$ cat src/rtl/median_3x3_filter_assert.svh
// Assertion macros for the 3x3 median filter.
// Used by the top level only; expects clk_i and rst_ni in scope.
`ifndef MEDIAN_3X3_FILTER_ASSERT_SVH
`define MEDIAN_3X3_FILTER_ASSERT_SVH

// same-cycle implication
`define MF3_ASSERT_IMP(lbl, ante, cons) \
  lbl: assert property (@(posedge clk_i) disable iff (!rst_ni) (ante) |-> (cons)) \
    else $error("mf3 same-cycle check failed");

// next-cycle implication
`define MF3_ASSERT_NXT(lbl, ante, cons) \
  lbl: assert property (@(posedge clk_i) disable iff (!rst_ni) (ante) |=> (cons)) \
    else $error("mf3 next-cycle check failed");

`endif

$ cat src/rtl/mf3_pkg.sv
// Package for the 3x3 median filter: sizes, types, register codes and
// the compare-exchange network split into three pipeline slices.
`timescale 1ns / 1ps

package mf3_pkg;

  localparam int MAX_WIDTH   = 1024;
  localparam int COL_W       = $clog2(MAX_WIDTH);
  localparam int MAX_HEIGHT  = 4096;
  localparam int OUT_ROW_W   = $clog2(MAX_HEIGHT);
  localparam int IN_ROW_W    = OUT_ROW_W + 1;
  localparam int PIX_W       = 8;
  localparam int WIN_N       = 9;
  localparam int MED_IDX     = 4;
  localparam int CFG_WIDTH_W = 11;
  localparam int CFG_HGT_W   = 13;
  localparam int CFG_DATA_W  = 13;
  localparam int CFG_IDX_W   = 1;
  localparam int WIDTH_RST   = 640;
  localparam int HEIGHT_RST  = 480;
  localparam int Q_DEPTH     = 2;
  localparam int Q_PTR_W     = $clog2(Q_DEPTH);
  localparam int Q_CNT_W     = $clog2(Q_DEPTH + 1);

  typedef enum logic [CFG_IDX_W-1:0] {
    CFG_IMAGE_WIDTH  = 1'b0,
    CFG_IMAGE_HEIGHT = 1'b1
  } cfg_reg_e;

  typedef logic [PIX_W-1:0] pix_t;
  typedef logic [WIN_N-1:0][PIX_W-1:0] win_t;

  // last column / last row of the frame, already clamped
  typedef struct packed {
    logic [COL_W-1:0]     col_max;
    logic [OUT_ROW_W-1:0] row_max;
  } geom_t;

  typedef struct packed {
    win_t win;
    logic border;
    logic last;
  } entry_t;

  typedef struct packed {
    logic full;
    logic empty;
  } q_stat_t;

  function automatic win_t cx(win_t w, int a, int b);
    win_t r;
    r = w;
    if (w[a] > w[b]) begin
      r[a] = w[b];
      r[b] = w[a];
    end
    return r;
  endfunction

  function automatic win_t net_a(win_t w);
    win_t r;
    r = w;
    r = cx(r, 1, 2); r = cx(r, 4, 5); r = cx(r, 7, 8);
    r = cx(r, 0, 1); r = cx(r, 3, 4); r = cx(r, 6, 7);
    r = cx(r, 1, 2); r = cx(r, 4, 5); r = cx(r, 7, 8);
    return r;
  endfunction

  function automatic win_t net_b(win_t w);
    win_t r;
    r = w;
    r = cx(r, 0, 3); r = cx(r, 5, 8); r = cx(r, 4, 7);
    r = cx(r, 3, 6); r = cx(r, 1, 4); r = cx(r, 2, 5);
    return r;
  endfunction

  function automatic win_t net_c(win_t w);
    win_t r;
    r = w;
    r = cx(r, 4, 7); r = cx(r, 4, 2); r = cx(r, 6, 4); r = cx(r, 4, 2);
    return r;
  endfunction

endpackage

$ cat src/rtl/mf3_back.sv
// Back end: three-stage median-of-nine sorting network with output register.
// Depends on mf3_pkg; pulls requests from mf3_queue.
`timescale 1ns / 1ps

module mf3_back import mf3_pkg::*; (
  input  logic   clk_i,
  input  logic   rst_ni,
  input  logic   q_valid_i,
  input  entry_t q_data_i,
  output logic   q_pop_o,
  output logic   out_valid_o,
  input  logic   out_stall_i,
  output pix_t   pixel_out_o,
  output logic   frame_last_o
);

  logic en;
  logic v1_q, v2_q, v3_q;
  win_t w1_q, w2_q;
  pix_t c1_q, c2_q, pix3_q;
  logic b1_q, b2_q, l1_q, l2_q, l3_q;
  win_t w3;

  assign en      = !(v3_q && out_stall_i);
  assign q_pop_o = en && q_valid_i;
  assign w3      = net_c(w2_q);

  always_ff @(posedge clk_i or negedge rst_ni) begin
    if (!rst_ni) begin
      v1_q <= 1'b0;
      v2_q <= 1'b0;
      v3_q <= 1'b0;
    end else if (en) begin
      v1_q <= q_valid_i;
      v2_q <= v1_q;
      v3_q <= v2_q;
    end
  end

  always_ff @(posedge clk_i) begin
    if (en) begin
      w1_q   <= net_a(q_data_i.win);
      c1_q   <= q_data_i.win[MED_IDX];
      b1_q   <= q_data_i.border;
      l1_q   <= q_data_i.last;
      w2_q   <= net_b(w1_q);
      c2_q   <= c1_q;
      b2_q   <= b1_q;
      l2_q   <= l1_q;
      pix3_q <= b2_q ? c2_q : w3[MED_IDX];
      l3_q   <= l2_q;
    end
  end

  assign out_valid_o  = v3_q;
  assign pixel_out_o  = pix3_q;
  assign frame_last_o = l3_q;

endmodule

$ cat config.mk
export PLATFORM = sky130hd
export DESIGN_NAME = mf3_back
export DESIGN_NICKNAME = d
export VERILOG_FILES = /design/src/rtl/median_3x3_filter_assert.svh /design/src/rtl/mf3_pkg.sv /design/src/rtl/mf3_back.sv
export SDC_FILE = /design/constraint.sdc
export NUM_CORES = 1
export LEC_CHECK = 0
export BUFFER_PORTS_ARGS = -buffer_cell sky130_fd_sc_hd__buf_2
export CORE_AREA = 2 2 167 169
export CTS_CLUSTER_DIAMETER = 150
export DETAILED_ROUTE_END_ITERATION = 10
export DIE_AREA = 0 0 169 171
export GPL_ROUTABILITY_DRIVEN = 1
export SLEW_MARGIN = 30
export SYNTH_ARGS = -nofsm -noshare
export SYNTH_HDL_FRONTEND = slang
export SYNTH_SLANG_ARGS = --single-unit
$ cat constraint.sdc
create_clock -name clk_i -period 9.14 [get_ports clk_i]
set_input_delay 1.371 -clock clk_i [delete_from_list [all_inputs] [get_ports clk_i]]
set_output_delay 1.371 -clock clk_i [all_outputs]
set_load 0.05 [all_outputs]
* After elaboration in Yosys (flattened, before gate mapping)
Index checks and enable logic that the tools add are counted.
Operators by class: reductions and logical operators 3, muxes and demuxes 31, order comparisons 19
Operators with widths (count):
- 16-bit 2-to-1 mux | 15
- 8-bit > comparator | 19
- 8-bit 2-to-1 mux | 16
- 1-bit logical AND | 2
- 1-bit zero test | 1
Storage, ports and cells: input port bits 78, flip-flop bits (word level) 136, output and inout bits 11, word-level logic and storage cells 77

* Depth between registers and ports, before layout
depth in word-level cells 9, gate-level depth with buffers 39, gate-level depth less buffers 34

* Worst setup path after synthesis
No wires, ideal clock.
path type flip-flop to flip-flop, start point reg w2_q[33] (netlist bit), end point reg pix3_q[2], in the netlist pixel_out_o[2], data pin, library setup time 263 ps, slack 2163 ps, period minus slack after synthesis 6977 ps, arrival 6715 ps, data required time 8877 ps, stages on the path, launching flop included 37, path buffers 5, cell sequence edfxtp_1 > ha_1 > nor2b_1 > o211ai_1 > a21o_1 > a21o_1 > buf_2 > mux2i_1 > inv_1 > ha_1 > nand4_1 > o21ai_0 > and2_1 > buf_6 > clkbuf_1 > nor2_1 > a21oi_1 > inv_1 > ha_1 > a21oi_1 > o21ai_0 > a211o_1 > o21bai_1 > a311o_2 > nand4b_4 > buf_8 > mux2_4 > ha_1 > and3_1 > o21ai_0 > nand2_1 > a221oi_1 > a41o_1 > nand2_1 > clkbuf_1 > nor3_1 > a211oi_2
On the way: cells in the longest elaborated chain, start to end 9, elaborated cells on any way between the ends 10, those cells by class 4 x order compare; 6 x mux
RTL lines:
- start, declared | RTL line mf3_back.sv:19 | win_t w1_q, w2_q;
- start signal, assigned | RTL line mf3_back.sv:46 | w2_q <= net_b(w1_q);
- 8-bit > comparator | RTL line mf3_pkg.sv:53 | if (w[a] > w[b]) begin
- 8-bit 2-to-1 mux * | RTL line mf3_pkg.sv:53
- 8-bit > comparator | RTL line mf3_pkg.sv:53
- 8-bit 2-to-1 mux | RTL line mf3_pkg.sv:53
- 8-bit > comparator | RTL line mf3_pkg.sv:53
- 8-bit 2-to-1 mux | RTL line mf3_pkg.sv:53
- 8-bit > comparator | RTL line mf3_pkg.sv:53
- 8-bit 2-to-1 mux * | RTL line mf3_pkg.sv:53
- 8-bit 2-to-1 mux * | RTL line mf3_back.sv:50 | pix3_q <= b2_q ? c2_q : w3[MED_IDX];
- end signal, assigned | RTL line mf3_back.sv:50
- end, declared | RTL line mf3_back.sv:20 | pix_t c1_q, c2_q, pix3_q;
Mark *: on every way between the ends. The rest lies on a longest branch, timed or not. A chain may end at the register's enable or synchronous reset.

* Worst setup path after layout
start point reg w2_q[33] (netlist bit), end point reg pix3_q[4], in the netlist pixel_out_o[4], data pin
Same word-level chain as after synthesis.

==> qor.txt <==
=================================================================================
Post-route ant nets                                                             0
Transition at the pin with the smallest max-transition slack             0.889 ns
Row count                                                                      61
Number of buffers inserted during clock tree synthesis                         17
IO Count                                                                       89
Total Routing Usage GR                                                      17.2%
Post-Synthesis Mean Instance Area                                      9.70 sq um
N_diodes                                                                        0
Class of the worst hold path                                           reg -> reg
Port bufs                                                                      88
Arrival time worst endpoint                                               8.25 ns
DR iter-0 viols                                                               527
Synth cell types                                                               53
Routed via count                                                             8187
Residual DRC count                                                              0
Critical path class                                                    reg -> reg
Crit share post-route                                                       88.4%
Worst-case clock skew                                                   0.0125 ns
Prevailing post-synth register cell                                      edfxtp_1
Crit path capture type                                                   register
Final nets                                                                   1417
Synth area leaders                                                   edfxtp_1, ha_1, mux2i_1, o21ai_0, inv_1
Final setup vio count                                                           0
Die width                                                                  169 um
Effective utilization at floorplan                                          39.3%
Post-cts hold buffer count                                                      0
Syn Nets                                                                     1335
Number of hold-slack violations in the final timing report                      0
Global route total overflow                                                     0
Synthesized area                                                      10700 sq um
Maximum achievable frequency                                            0.124 GHz
Routed wire per std cell                                                  15.6 um
Synthesis warning total                                                         0
Die outline area                                                      28900 sq um
Number of synthesized flops with an enable pin                                133
Most repeated cell in the gate-level netlist after synthesis                 ha_1
CTS tree                                                                     done
Highest fanout seen on the critical path                                       34
First-pass GRT wire length                                                38.9 mm
Library cell appearing most often on the critical path                       ha_1
Deepest level of the CTS H-tree                                                 4
Max Transition Viols Final                                                      0
Seq/Total Area, Yosys                                                       37.9%
Largest net degree at the start of global routing                              71
Result of the run                                                       completed
Core Region                                                           27300 sq um
Top post-synthesis cells by count                                    ha_1, edfxtp_1, inv_1, o21ai_0, nor2_1
Asr flop ratio synth                                                        2.21%
Max_slew headroom                                                           40.7%
Number of antenna violations at the first check in global routing               0
CTS Buffer Depth                                                                2
Number of resized instances in the post-cts repair step                         0
Number of violations of the max-capacitance limit                               0
Clock latency of the later-clocked register in the worst-skew pair        0.43 ns
Fraction of final layout cells sized beyond drive strength 1                15.2%
CP Data Required Time                                                     9.31 ns
Master cell of the clock root buffer                                    clkbuf_16
Layout overhead on the synthesized area                                     12.7%
Die height                                                                 171 um
Pre-antenna DRT Iters                                                           6
Post-synth top area cell                                                 edfxtp_1
Post-DP HPWL                                                              19.4 mm
Number of register bits inferred by synthesis                                 136
Maximum cell stage delay along the critical path                          0.55 ns
Highest-delay cell along the critical path                                 and2_2
Kind of launch point of the worst setup path                             register
Final critical delay including setup and external delays                  8.08 ns
Number of sinks driven by the clock tree                                      136
Setup Total Neg Slack                                                        0 ns
Clock Pin Slew Worst Setup and Hold Paths                                 0.07 ns
Area fraction of the dominant cell type after synthesis                     37.2%
Vias per cell                                                                5.29
Setup fix buffers added after clock tree synthesis                              0
Routability Congestion                                                      0.826
Cell count after synthesis                                                   1106
RSZ-0062 raised after global routing                                           no
Vias in the first global route                                               7635
Total Routed Length                                                       24.1 mm
=================================================================================
## path summary, 6_finish.rpt
check | cells after the start | slack, ns | startpoint | end
setup / recovery | 31 | 1.06 | w2_q[33] | pixel_out_o[4]
hold / removal | 0 | 0.42 | l2_q | frame_last_o
setup reg to reg | 31 | 1.06 | w2_q[33] | pixel_out_o[4]
hold reg to reg | 0 | 0.42 | l2_q | frame_last_o
max in group asynchronous | 1 | 8.32 | rst_ni | v2_q
min in group asynchronous | 1 | 0.72 | rst_ni | out_valid_o
## worst max-delay path: cells and delay by family (launching register included)
family                   cells  cell delay, ns
AND/OR/NAND/NOR              8            1.94
AO/OA/AOI/OAI               15            3.28
adder cells (fa/ha/maj)      4            1.26
flip-flops                   1            0.45
buffers and inverters        2            0.15
multiplexers                 2            0.73
## layout make-up
cell class              count  area, sq um
fillers                  2604        15200
well taps                 346          433
clock inverters            15          131
inverters                 114          428
flip-flops and latches    136         4070
multi-input cells         819         6090
clock buffers              17          425
repair buffers            100          526
## stage by stage
| stage | cells | util (%) | setup WS (ns) | hold slack (ns) | area (sq um) |
|---|---|---|---|---|---|
| final | 1547 | 44.3 | 1.06 | 0.416 | 12100 |
| after global routing | 1547 | 44.3 | 0.263 | 0.423 | 12100 |
| after CTS | 1545 | 44.2 | 0.735 | 0.415 | 12100 |
| after detailed placement | 1513 | 42.2 | 0.828 | 0.406 | 11500 |
| after global placement | 1512 | 42.1 | 1.14 | 0.405 | 11500 |
| after floorplan | 1106 | - | 2.16 | 0.400 | 10700 |
## cell usage in the layout (no fill, tap or decap), types with 5 or more instances in the layout
cell / netlist / final
inv_1: 113 / 113
a21o_1: 28 / 28
ha_1: 151 / 151
mux2_2: 18 / 18
o21a_1: 29 / 29
and3_1: 6 / 6
o21ai_0: 98 / 98
nor2_1: 97 / 97
nor2b_1: 18 / 18
and2_1: 23 / 22
nand3_1: 26 / 26
nand2_1: 56 / 55
nor3_1: 11 / 11
a211oi_2: 7 / 7
inv_6: 0 / 5
a21oi_1: 72 / 70
nand4_1: 12 / 12
clkbuf_16: 0 / 17
mux2i_1: 62 / 62
o22ai_1: 55 / 52
o21bai_1: 9 / 9
buf_4: 3 / 10
nand2b_1: 5 / 5
edfxtp_1: 133 / 133
buf_2: 5 / 89
## layer usage
metal | routed length [um] | vias to the layer above | track usage (%)
met3 | 683 | 37 | 2.52
met2 | 11700 | 124 | 29.1
met5 | 0 | - | 0
met4 | 502 | 0 | 6.09
li1 | - | 4239 | -
met1 | 11200 | 3787 | 22.5
## registers in the layout (all words and copies together) (netlist names)
register and cells:
v2_q 1, out_valid_o 1, v1_q 1, frame_last_o 1
w1_q 72, pixel_out_o 8, l2_q 1, b2_q 1
c1_q 8, l1_q 1, c2_q 8, w2_q 32
b1_q 1
## cells by family (layout without fill, tap and decap cells)
logic type	after synthesis	in the layout	share of synthesized area, %
AO/OA/AOI/OAI	324	324	19.0
AND/OR/NAND/NOR	258	258	11.3
adder cells (fa/ha/maj)	151	151	17.6
buffers and inverters	151	246	5.69
flip-flops	136	136	37.9
multiplexers	85	85	8.36
XOR/XNOR	1	1	0.0816
Power is not shown: default switching activity piles up to over one toggle a cycle in this logic, so the estimate is an artifact.
