`src/rtl/median_3x3_filter_assert.svh`:
```
// Assertion macros for the 3x3 median filter.
// Used by the top level only; expects clk_i and rst_ni in scope.
`ifndef MEDIAN_3X3_FILTER_ASSERT_SVH
`define MEDIAN_3X3_FILTER_ASSERT_SVH

// same-cycle implication
`define MF3_ASSERT_IMP(lbl, ante, cons) \
  lbl: assert property (@(posedge clk_i) disable iff (!rst_ni) (ante) |-> (cons)) \
    else $error("mf3 same-cycle check failed");

// next-cycle implication
`define MF3_ASSERT_NXT(lbl, ante, cons) \
  lbl: assert property (@(posedge clk_i) disable iff (!rst_ni) (ante) |=> (cons)) \
    else $error("mf3 next-cycle check failed");

`endif

```
`src/rtl/mf3_pkg.sv`:
```
// Package for the 3x3 median filter: sizes, types, register codes and
// the compare-exchange network split into three pipeline slices.
`timescale 1ns / 1ps

package mf3_pkg;

  localparam int MAX_WIDTH   = 1024;
  localparam int COL_W       = $clog2(MAX_WIDTH);
  localparam int MAX_HEIGHT  = 4096;
  localparam int OUT_ROW_W   = $clog2(MAX_HEIGHT);
  localparam int IN_ROW_W    = OUT_ROW_W + 1;
  localparam int PIX_W       = 8;
  localparam int WIN_N       = 9;
  localparam int MED_IDX     = 4;
  localparam int CFG_WIDTH_W = 11;
  localparam int CFG_HGT_W   = 13;
  localparam int CFG_DATA_W  = 13;
  localparam int CFG_IDX_W   = 1;
  localparam int WIDTH_RST   = 640;
  localparam int HEIGHT_RST  = 480;
  localparam int Q_DEPTH     = 2;
  localparam int Q_PTR_W     = $clog2(Q_DEPTH);
  localparam int Q_CNT_W     = $clog2(Q_DEPTH + 1);

  typedef enum logic [CFG_IDX_W-1:0] {
    CFG_IMAGE_WIDTH  = 1'b0,
    CFG_IMAGE_HEIGHT = 1'b1
  } cfg_reg_e;

  typedef logic [PIX_W-1:0] pix_t;
  typedef logic [WIN_N-1:0][PIX_W-1:0] win_t;

  // last column / last row of the frame, already clamped
  typedef struct packed {
    logic [COL_W-1:0]     col_max;
    logic [OUT_ROW_W-1:0] row_max;
  } geom_t;

  typedef struct packed {
    win_t win;
    logic border;
    logic last;
  } entry_t;

  typedef struct packed {
    logic full;
    logic empty;
  } q_stat_t;

  function automatic win_t cx(win_t w, int a, int b);
    win_t r;
    r = w;
    if (w[a] > w[b]) begin
      r[a] = w[b];
      r[b] = w[a];
    end
    return r;
  endfunction

  function automatic win_t net_a(win_t w);
    win_t r;
    r = w;
    r = cx(r, 1, 2); r = cx(r, 4, 5); r = cx(r, 7, 8);
    r = cx(r, 0, 1); r = cx(r, 3, 4); r = cx(r, 6, 7);
    r = cx(r, 1, 2); r = cx(r, 4, 5); r = cx(r, 7, 8);
    return r;
  endfunction

  function automatic win_t net_b(win_t w);
    win_t r;
    r = w;
    r = cx(r, 0, 3); r = cx(r, 5, 8); r = cx(r, 4, 7);
    r = cx(r, 3, 6); r = cx(r, 1, 4); r = cx(r, 2, 5);
    return r;
  endfunction

  function automatic win_t net_c(win_t w);
    win_t r;
    r = w;
    r = cx(r, 4, 7); r = cx(r, 4, 2); r = cx(r, 6, 4); r = cx(r, 4, 2);
    return r;
  endfunction

endpackage

```
`src/rtl/mf3_queue.sv`:
```
// Short FIFO of window requests between front end and sorting back end.
// Depends on mf3_pkg.
`timescale 1ns / 1ps

module mf3_queue import mf3_pkg::*; (
  input  logic    clk_i,
  input  logic    rst_ni,
  input  logic    push_i,
  input  entry_t  push_data_i,
  input  logic    pop_i,
  output entry_t  head_o,
  output q_stat_t stat_o
);

  entry_t               ents_q [Q_DEPTH];
  logic [Q_PTR_W-1:0]   wr_ptr_q, wr_ptr_d, rd_ptr_q, rd_ptr_d;
  logic [Q_CNT_W-1:0]   cnt_q, cnt_d;

  always_comb begin
    stat_o.full  = cnt_q == Q_CNT_W'(Q_DEPTH);
    stat_o.empty = cnt_q == '0;
    head_o       = ents_q[rd_ptr_q];

    wr_ptr_d = wr_ptr_q;
    rd_ptr_d = rd_ptr_q;
    if (push_i) begin
      wr_ptr_d = (wr_ptr_q == Q_PTR_W'(Q_DEPTH - 1)) ? '0 : wr_ptr_q + Q_PTR_W'(1);
    end
    if (pop_i) begin
      rd_ptr_d = (rd_ptr_q == Q_PTR_W'(Q_DEPTH - 1)) ? '0 : rd_ptr_q + Q_PTR_W'(1);
    end
    cnt_d = cnt_q + Q_CNT_W'(push_i) - Q_CNT_W'(pop_i);
  end

  always_ff @(posedge clk_i or negedge rst_ni) begin
    if (!rst_ni) begin
      wr_ptr_q <= '0;
      rd_ptr_q <= '0;
      cnt_q    <= '0;
    end else begin
      wr_ptr_q <= wr_ptr_d;
      rd_ptr_q <= rd_ptr_d;
      cnt_q    <= cnt_d;
    end
  end

  always_ff @(posedge clk_i) begin
    if (push_i) begin
      ents_q[wr_ptr_q] <= push_data_i;
    end
  end

endmodule

```
`config.mk`:
```
export PLATFORM = sky130hd
export DESIGN_NAME = mf3_queue
export DESIGN_NICKNAME = d
export VERILOG_FILES = /design/src/rtl/median_3x3_filter_assert.svh /design/src/rtl/mf3_pkg.sv /design/src/rtl/mf3_queue.sv
export SDC_FILE = /design/constraint.sdc
export NUM_CORES = 1
export LEC_CHECK = 0
export BUFFER_PORTS_ARGS = -buffer_cell sky130_fd_sc_hd__buf_2
export CAP_MARGIN = 20
export CORE_MARGIN = 3
export CORE_UTILIZATION = 56
export CTS_CLUSTER_SIZE = 12
export DETAILED_ROUTE_END_ITERATION = 10
export PLACE_DENSITY_LB_ADDON = 0.3
export SLEW_MARGIN = 10
export SYNTH_ARGS = -nofsm -noshare
export SYNTH_HDL_FRONTEND = slang
export SYNTH_SLANG_ARGS = --single-unit
```
`constraint.sdc`:
```
create_clock -name clk_i -period 6.8 [get_ports clk_i]
set_clock_uncertainty 0.2 [all_clocks]
set_input_delay 1.36 -clock clk_i [delete_from_list [all_inputs] [get_ports clk_i]]
set_output_delay 1.36 -clock clk_i [all_outputs]
set_load 0.02 [all_outputs]
```
### After elaboration in Yosys (flattened, before gate mapping)

Memory sizes are Yosys's and may differ from the RTL's.
Index checks and enable logic that the tools add are counted.

| word-level totals | value |
|---|---|
| register bits | 4 |
| logic and storage cells | 14 |
| memories kept | 1 |
| input bits | 78 |
| RAM bits | 148 |
| output and inout bits | 76 |

Memory list:

| memory | depth | width | rd ports | clocked after Yosys merged registers in | write ports | line | text |
|---|---|---|---|---|---|---|---|
| ents_q | 2 | 74 | 1 | 0 | 1 | mf3_queue.sv:15 | `entry_t ents_q [Q_DEPTH];` |

| cells by class | value |
|---|---|
| multiplexer cells | 4 |
| add/sub/neg operators | 4 |
| equality and inequality tests | 1 |
| reductions and logical operators | 1 |

Operators with widths:

| operator | count |
|---|---|
| two-way mux 1 bit | 4 |
| adder 1 bit (second input constant) | 2 |
| adder 2 x 1 -> 2 bit | 1 |
| equality test 2 bit (second input constant) | 1 |
| logical NOT 2 bit | 1 |
| subtractor 2 x 1 -> 2 bit | 1 |

### Depth between registers and ports, before layout

Gate-level depths: netlist of the first run.

| depth | value |
|---|---|
| depth after elaboration | 2 |
| depth in mapped cells | 5 |

### Least setup slack after synthesis of the first run

Ideal clock, no wire load.

| timing | value |
|---|---|
| path kind | input-to-reg |
| start point | in push_i |
| end point | mem ents_q[0][0] (netlist bit) (enable) |
| required time | 6084 ps |
| cell stages on the path | 1 |
| path buffers | 0 |
| arrival | 4602 ps |
| slack | 1483 ps |
| cells stage by stage | nor2b_1 |

| on the way | value |
|---|---|
| word-level cells in the longest chain between the ends | 2 |

RTL lines:

| what | line | text |
|---|---|---|
| start: declaration | mf3_queue.sv:8 | `input logic push_i,` |
| two-way mux 1 bit | mf3_queue.sv:48 | `if (push_i) begin` |
| two-way mux 1 bit (implied by the code) | mf3_queue.sv:49 | `ents_q[wr_ptr_q] <= push_data_i;` |
| end: declaration | mf3_queue.sv:15 |  |

Every way passes these cells.

==> results.yml, run 1 <==
synth:
  synth-xor-area-share_pct: 0.719
  synth_top_area_share_pct: 77.4
  avgSynthCellArea_sq_um: 23.4
  netlist-cell-type-count: 13
  yosysSeqAreaShare_pct: 79.2
  synthCells: 245
  synth_top_family_by_area: "multiplexers"
  synth_nets: 325
  syn_area_sq_um: 5740
  yosys.area_share.adder_pct: 0.436
  ys_ff_latch: 152
  synth_compound_area_share_pct: 0
  synth_top_area_cell: "edfxtp_1"
  yosys_warnings: 0
  muxShareOfSynthArea_pct: 17.8
  synth-simple-area-share_pct: 0.392
  synth_area_leaders: "edfxtp_1 (77%), mux2_4 (13%), mux2_2 (4.7%)"
power_and_ir_drop:
  powerDensity_nw_per_um2: 450
  p_leak_nw: 2.89
  peakVddDrop_mv: 0.228
worst_setup_path:
  path_cells: "buf_4 > mux2_2 > buf_2"
  r2r-end: "ents_q[0][2]$_DFFE_PP_"
  cp.required_ps: 5240
  crit_family: "buffers and inverters"
  cp-end-kind: "output port"
  slowest_stage: "buf_4"
  crit_fanout: 51
  crit_type: "flop to output port"
  r2r-start: "wr_ptr_q$_DFFE_PN0P_"
  max_stage_delay_ps: 750
  start_kind: "flop"
  crit_buf_inv: 2
  crit_path_start: "rd_ptr_q$_DFFE_PN0P_"
  cp.arrival_ps: 2610
  reg2reg_depth: 2
  reg2reg_slack_ps: 4490
outcome:
  status: "finished clean"
detailed_routing:
  postRouteAntennaNets: 0
  first_iter_violations: 153
  dr.pass1.iters: 4
  wire_per_inst_um: 17.2
  wl_um: 9590
  vias_per_cell: 5.03
  drc: 0
  vias: 2801
sta:
  period_needed_ps: 4170
  fin_tns_setup_ps: 0
  rsz0062_at_grt: "no"
  slew_viol_final: 0
  timing.fmax_mhz: 240
  hold_viol: 0
  setup_viol_count_final: 0
  worst_slew_pin_slew_ps: 1000
  slew_headroom_pct: 33.4
  fin_crit_sh_pct: 61.3
worst_hold_path:
  hold_depth: 1
  min_from: "wr_ptr_q$_DFFE_PN0P_"
  hold-path-endpoint: "wr_ptr_q$_DFFE_PN0P_"
  hold_class: "flop to flop"
floorplanning:
  io_pins: 154
  die_y_um: 107
  initial_utilization_pct: 58.2
  die_x_um: 107
  num_rows: 36
  die_area_sq_um: 11500
  core-area_sq_um: 9860
clocking:
  cts_resized: 0
  root_buffer: "clkbuf_8"
  numCtsBuffers: 17
  clock_sinks: 152
  clk_path_buf_depth: 2
  cts_tree: "done"
  h-tree-depth: 4
  path_clk_slew_ps: 60
  postCtsSetupRepairBufs: 0
  holdBufCountCts: 0
  clk-insertion-delay-late_ps: 520
cells_and_area:
  syn_to_final_growth_pct: 25.4
  drive_gt1_share_pct: 61.6
  multi_input_area_sq_um: 1120
  nets: 491
  seq_area_sq_um: 4550
  diodes: 0
  final_util_pct: 73.0
  fin_area_sq_um: 7200
  fill_cells: 607
global_route:
  grt_pass1_vias: 2912
  grt_pass1_wl_um: 14700
  grt-ovfl-total: 0
  grt_usage_pct: 17.7
  antenna_found_initial: 1
  grt_max_degree: 75
place:
  hpwl_um: 6130
  placed_area_sq_um: 6620
  gp_congestion: 0.733
  io_buffers: 153
job:
  cap_violations: 0
synth_stat cells, drive strengths merged:
master / number
xor3: 1
buf: 8
nor2: 1
and2: 1
ha: 2
nor2b: 2
edfxtp: 148
xor2: 2
mux2: 74
inv: 2
dfrtp: 4
final cells by class:
class	count	share of cell area (%)
inverter	2	0.104
sequential	152	63.2
timing repair buffer	155	10.8
tap	133	2.31
clock inverter	13	2.14
multi-input combinational	83	15.6
clock buffer	19	5.86
kinds of logic after synthesis:
logic type                 count (synthesis)
buffers and inverters                     10
adders and majority gates                  2
DFF                                      152
xor gates and xnor gates                   3
muxes                                     74
and+or+nand+nor                            4
power by group:
part           leakage, nW  internal (mW)  switching, mW
clock                0.275          0.556          0.348
sequential            1.43           1.25         0.0806
combinational         1.18          0.448          0.561
worst register-to-register path, cell delays in order (launching register included):
cell and delay (ps):
dfrtp_1 420, nor2b_4 600, buf_4 690
worst max-delay path by stage:
stage,to,slack [ps],cells after the start
after detailed placement,head_o[70],3170,3
after floorplan,ents_q[0][0]$_DFFE_PP_,1480,1
final,head_o[2],2630,3
after global placement,head_o[66],3210,3
after global routing,head_o[71],2500,3
after CTS,head_o[70],2580,3
cell usage in the layout, fill, tap and decap left out:
master,instances
buf_4,2
dfrtp_4,1
buf_2,153
mux2_2,24
xor2_1,2
dfrtp_1,3
xor3_1,1
inv_6,1
clkinv_1,1
nor2b_1,1
inv_1,2
nor2_1,1
bufinv_16,3
nor2b_4,1
clkbuf_1,2
clkbuf_16,16
mux2_4,50
clkbuf_8,1
edfxtp_1,148
clkinv_2,4
clkinvlp_4,3
clkinv_4,1
ha_1,2
and2_4,1
through the flow:
step,hold slack (ps),std cells,total power [mW],setup slack (ps)
3_5_place_dp,338,525,2.37,3170
4_1_cts,349,557,3.28,2580
2_1_floorplan,253,245,2.11,1480
6_report,349,557,3.24,2630
5_1_grt,364,557,3.39,2500
3_3_place_gp,328,525,2.35,3210
sequential cells by signal, indices dropped and copies added, names as in the netlist:
register / count
wr_ptr_q: 1
cnt_q: 2
ents_q: 148
rd_ptr_q: 1
per-layer routing:
metal  track usage (%)  vias to the layer above  routed length (um)  share of wire, %
li1                  -                     1304                   -                 -
met1              22.1                     1354                3930                41
met2              27.0                      122                4590                48
met3              7.22                       19                 868               9.1
met4              8.58                        2                 186               1.9
met5                 0                        -                  15              0.16
Note: power is estimated with default switching activity, not from simulation.
==> run 2: changes to the inputs <==
Settings changed: CORE_UTILIZATION 56 to 47.
Clock period 6.8 ns to 3.7 ns, I/O delays scaled along.
==> run 2 against run 1 <==
Highest routed layer is now met4. Combinational power up 89%. Clock power up 110%. Clock-buffer cell count up 5. Cell count up 2.3%. Critical endpoint is now head_o[72]. Cell area up 1.8%. Non-clock buffer count up 3. Sequential power up 80%. Setup slack worse by 1800 ps. Core utilization down 10 points. Largest cell class unchanged. Total power up 91%.
==> results.yml, run 2 (synthesized netlist as in run 1, its figures left out) <==
global_route:
  grt_max_degree: 75
  grt_pass1_vias: 2917
  grt_pass1_wl_um: 14400
  use_met3_pct: 6.11
  grt-ovfl-total: 0
  grt_busiest_layer: "met2"
  grt.met1_usage_pct: 16.8
  grt.met2_usage_pct: 23.3
  antenna_found_initial: 0
  grt_usage_pct: 14.4
clocking:
  clk_path_buf_depth: 2
  cts_tree: "done"
  clock_sinks: 152
  numCtsBuffers: 17
  h-tree-depth: 4
  clk-insertion-delay-late_ps: 410
  path_clk_slew_ps: 60
  root_buffer: "clkbuf_16"
power_and_ir_drop:
  peakVddDrop_mv: 0.508
  power_frac_clock_pct: 30.3
  seqPwrFrac_pct: 38.8
  intPower_mw: 4.40
  p_sw_mw: 1.78
  combPwrFrac_pct: 30.9
  p_leak_nw: 2.96
  swShare_pct: 28.8
  powerDensity_nw_per_um2: 844
cells_and_area:
  final_util_pct: 62.8
  fill_cells: 866
  nets: 494
  diodes: 0
  syn_to_final_growth_pct: 27.7
  final_common_cell: "buf_2"
  largest_reg_flops: 148
  final_cell_mix: "buf_2 (153), edfxtp_1 (148), mux2_4 (50), mux2_2 (24), clkbuf_16 (17)"
  drive_gt1_share_pct: 61.6
  reg_top3: "ents_q (148), cnt_q (2)"
  top_register: "ents_q"
worst_setup_path:
  max_stage_delay_ps: 510
  slowest_stage: "dfrtp_4"
  crit_type: "flop to output port"
  crit_fanout: 28
  cp.required_ps: 2760
  start_kind: "flop"
  cp-end-kind: "output port"
  path_cells: "buf_4 > mux2_2 > buf_2"
  cp.arrival_ps: 1890
place:
  gp_congestion: 0.679
  hpwl_um: 6230
  io_buffers: 153
floorplanning:
  die_x_um: 117
  num_rows: 39
  die_y_um: 117
  io_pins: 154
  die_area_sq_um: 13600
  core-area_sq_um: 11700
  initial_utilization_pct: 49.2
outcome:
  status: "finished clean"
sta:
  hold_viol: 0
  slew_headroom_pct: 31.3
  rsz0062_at_grt: "no"
  period_needed_ps: 2830
  setup_viol_count_final: 0
  fin_crit_sh_pct: 76.5
  fin_tns_setup_ps: 0
  timing.fmax_mhz: 353
  slew_viol_final: 0
  hold_ws_ps: 318
  worst_slew_pin_slew_ps: 1030
worst_hold_path:
  hold_class: "input pin to flop"
detailed_routing:
  vias: 2822
  first_iter_violations: 163
  vias_per_cell: 4.95
  postRouteAntennaNets: 0
  dr.pass1.iters: 4
  wl_um: 9630
  drc: 0
  wire_per_inst_um: 16.9
job:
  cap_violations: 0
==> run 2: cell count changes in the layout (fill, tap and decap cells not counted), sizes merged <==
cell         delta
clkinv          -3
inv             -1
dlygate4sd3     +1
buf             +2
bufinv          +2
clkinvlp        -3
clkbuf          +5
==> run 2: layout make-up <==
class                      instances  area (sq um)  share of cell area, %
clock buffer                      24           492                   6.71
clock inverter                     8           165                   2.25
inverter                           2          7.51                  0.102
multi-input combinational         83          1120                   15.3
sequential                       152          4550                   62.1
tap                              143           179                   2.44
timing repair buffer             158           818                   11.2
==> run 2: path summary, 6_finish.rpt <==
path                                      start  slack, ps  cells past startpoint                 endpoint
setup / recovery           rd_ptr_q$_DFFE_PN0P_        870                      3               head_o[72]
hold / removal                  push_data_i[50]        320                      1  ents_q[1][50]$_DFFE_PP_
setup reg to reg           wr_ptr_q$_DFFE_PN0P_       1810                      1   ents_q[1][0]$_DFFE_PP_
hold reg to reg            wr_ptr_q$_DFFE_PN0P_        340                      1     wr_ptr_q$_DFFE_PN0P_
max in group asynchronous                rst_ni       2680                      2     rd_ptr_q$_DFFE_PN0P_
min in group asynchronous                rst_ni        480                      2     wr_ptr_q$_DFFE_PN0P_
==> run 2: worst max-delay path: cells and delay by family (launching register included) <==
kind | cells | cell delay (ps)
buf+inv | 2 | 570
flops | 1 | 510
mux | 1 | 380
==> run 2: power groups by stage <==
stage	clock, mW	sequential, mW	combinational, mW
after floorplan	0	2.40	1.47
after global placement	0	2.42	1.92
after detailed placement	0	2.44	1.95
after CTS	1.91	2.41	1.95
after global routing	1.98	2.44	2.05
final	1.87	2.40	1.91
==> run 2: through the flow <==
step                cells  setup slack (ps)  area (sq um)  total power [mW]
global route          570               772          7330              6.47
detailed placement    537              1280          6660              4.38
finish                570               869          7330              6.19
global placement      537              1300          6660              4.35
CTS                   570               828          7330              6.27
floorplan             245               389          5740              3.87
==> run 2: what timing repair did <==
action                                 in CTS  in global routing
gates resized for setup                     0                  0
hold buffers                                1                  0
endpoints found under the hold margin       4                  0
buffers inserted                            0                  0
==> run 2: routing by layer <==
| metal | wire [um] | vias up |
|---|---|---|
| met5 | 0 | - |
| met4 | 140 | 0 |
| met3 | 848 | 13 |
| met2 | 4660 | 120 |
| met1 | 3970 | 1381 |
| li1 | - | 1308 |
==> run 3: changes to the inputs <==
Settings changed: ABC_AREA set to 1.
Clock period 3.7 ns to 2.47 ns, I/O delays scaled along.
==> run 3 against run 2 <==
Total power grew 47%. First-iteration DRC count up 35%. Sequential power rose by 49%. Sequential share of layout area grew 0.56 points. Cell count grew 28%. Combinational power rose by 47%. Sequential cell count stayed put. Setup slack got worse by 810 ps. Global-route usage up 2.0 points. Die area down 0.99%. Largest cell class unchanged. Highest routed layer unchanged.
==> results.yml, run 3 <==
worst_setup_path:
  cp-end-kind: "output port"
  reg2reg_depth: 3
  crit_fanout: 72
  crit_type: "flop to output port"
  crit_family: "flip-flops"
  path_cells: "buf_12 > o21ai_0 > buf_2"
  cp.required_ps: 1780
  crit_buf_inv: 2
  cp.depth: 3
  cp.arrival_ps: 1720
  slowest_stage: "dfrtp_4"
  start_kind: "flop"
  max_stage_delay_ps: 500
cells_and_area:
  final_common_cell: "buf_2"
  top_register: "ents_q"
  diodes: 0
  final_cell_mix: "buf_2 (153), edfxtp_1 (148), inv_1 (80), nand2_1 (80), o21ai_0 (74)"
  final_cells: 730
  largest_reg_flops: 148
  drive_gt1_share_pct: 32.7
  reg_top3: "ents_q (148), cnt_q (2)"
  syn_to_final_growth_pct: 27.9
  nets: 654
  fill_cells: 926
worst_hold_path:
  hold_depth: 1
  hold_class: "input pin to flop"
sta:
  period_needed_ps: 2410
  slew_headroom_pct: 65.9
  fin_crit_sh_pct: 97.7
  rsz0062_at_grt: "no"
  hold_viol: 0
  setup_viol_count_final: 0
  timing.fmax_mhz: 414
  fin_tns_setup_ps: 0
  worst_slew_pin_slew_ps: 512
  hold_ws_ps: 68.3
  slew_viol_final: 0
power_and_ir_drop:
  powerDensity_nw_per_um2: 1260
  p_leak_nw: 3.14
  peakVddDrop_mv: 0.658
  total_power_mw: 9.12
detailed_routing:
  dr.pass1.iters: 4
  vias_per_cell: 4.73
  wire_per_inst_um: 14.5
  first_iter_violations: 220
  drc: 0
  postRouteAntennaNets: 0
  vias: 3453
  wl_um: 10600
floorplanning:
  core-area_sq_um: 11600
  die_x_um: 116
  initial_utilization_pct: 48.9
  die_area_sq_um: 13400
  num_rows: 39
  io_pins: 154
  die_y_um: 116
synth:
  synth_top_area_share_pct: 78.3
  synth_ff_type: "edfxtp_1"
  netlist-cell-type-count: 12
  synth_area_leaders: "edfxtp_1 (78%), o21ai_0 (6.5%), inv_1 (5.4%)"
  synth_nets: 491
  ys_ff_latch: 152
  synth_top_area_cell: "edfxtp_1"
  syn_area_sq_um: 5680
  synthCells: 411
  post-synth-top-count-cell: "edfxtp_1"
  synth_edf_count: 148
  avgSynthCellArea_sq_um: 13.8
  async_reset_ff_share_pct: 2.63
  yosys_warnings: 0
  synth_commonest_cells: "edfxtp_1 (148), inv_1 (81), nand2_1 (80)"
  yosysSeqAreaShare_pct: 80.0
outcome:
  status: "finished clean"
global_route:
  grt_max_degree: 78
  grt_usage_pct: 16.4
  antenna_found_initial: 0
  grt_pass1_wl_um: 16400
  grt-ovfl-total: 0
  grt_pass1_vias: 3388
clocking:
  cts_tree: "done"
  root_buffer: "clkbuf_16"
  clk-insertion-delay-late_ps: 410
  clk_path_buf_depth: 2
  h-tree-depth: 4
  numCtsBuffers: 17
  cts_resized: 0
  path_clk_slew_ps: 60
  clock_sinks: 152
place:
  gp_congestion: 0.767
  io_buffers: 153
  hpwl_um: 6990
  place_inst: 697
job:
  cap_violations: 0
==> run 3: stage by stage <==
stage	instance area, sq um	setup slack, ps	utilization, %
finish	7260	57.3	62.6
global route	7260	28.8	62.6
CTS	7260	64.6	62.6
detailed placement	6620	511	57.0
global placement	6620	528	57.0
floorplan	5690	229	-
==> run 3: final timing paths <==
kind,start,to,slack (ps)
setup reg to reg,wr_ptr_q$_DFFE_PN0P_,ents_q[1][35]$_DFFE_PP_,850
hold reg to reg,wr_ptr_q$_DFFE_PN0P_,wr_ptr_q$_DFFE_PN0P_,360
setup / recovery,rd_ptr_q$_DFFE_PN0P_,head_o[56],60
max in group asynchronous,rst_ni,rd_ptr_q$_DFFE_PN0P_,1690
hold / removal,push_data_i[24],ents_q[0][24]$_DFFE_PP_,70
min in group asynchronous,rst_ni,wr_ptr_q$_DFFE_PN0P_,230
==> run 3: logic make-up after synthesis <==
family / count (synthesis) / share of synthesized area (%)
DFF: 152 / 80.0
buffers and inverters: 97 / 7.14
and+or+nand+nor: 84 / 5.57
AOI/OAI and AO/OA: 74 / 6.52
xor gates and xnor gates: 2 / 0.308
adders and majority gates: 2 / 0.441
==> run 3: metal layers <==
metal	GRT usage (%)	share of wire [%]
met5	0	0
met1	19.9	42
met4	7.35	1.7
met3	7.10	9.6
met2	25.7	47
==> run 3: repair_timing <==
item | 4_1_cts | 5_1_grt
setup buffers | 0 | 0
hold endpoints to repair | 4 | 0
hold buffers | 1 | 0
==> run 3: cell type report <==
class | count | area (sq um) | area share, %
clock inverter | 14 | 205 | 2.82
multi-input combinational | 162 | 737 | 10.1
clock buffer | 18 | 429 | 5.91
timing repair buffer | 160 | 858 | 11.8
tap | 143 | 179 | 2.46
inverter | 81 | 308 | 4.24
sequential | 152 | 4550 | 62.6
==> run 3: report_power, final <==
| part | internal [mW] | switching (mW) |
|---|---|---|
| sequential | 3.43 | 0.140 |
| combinational | 0.820 | 1.98 |
| clock | 1.78 | 0.963 |
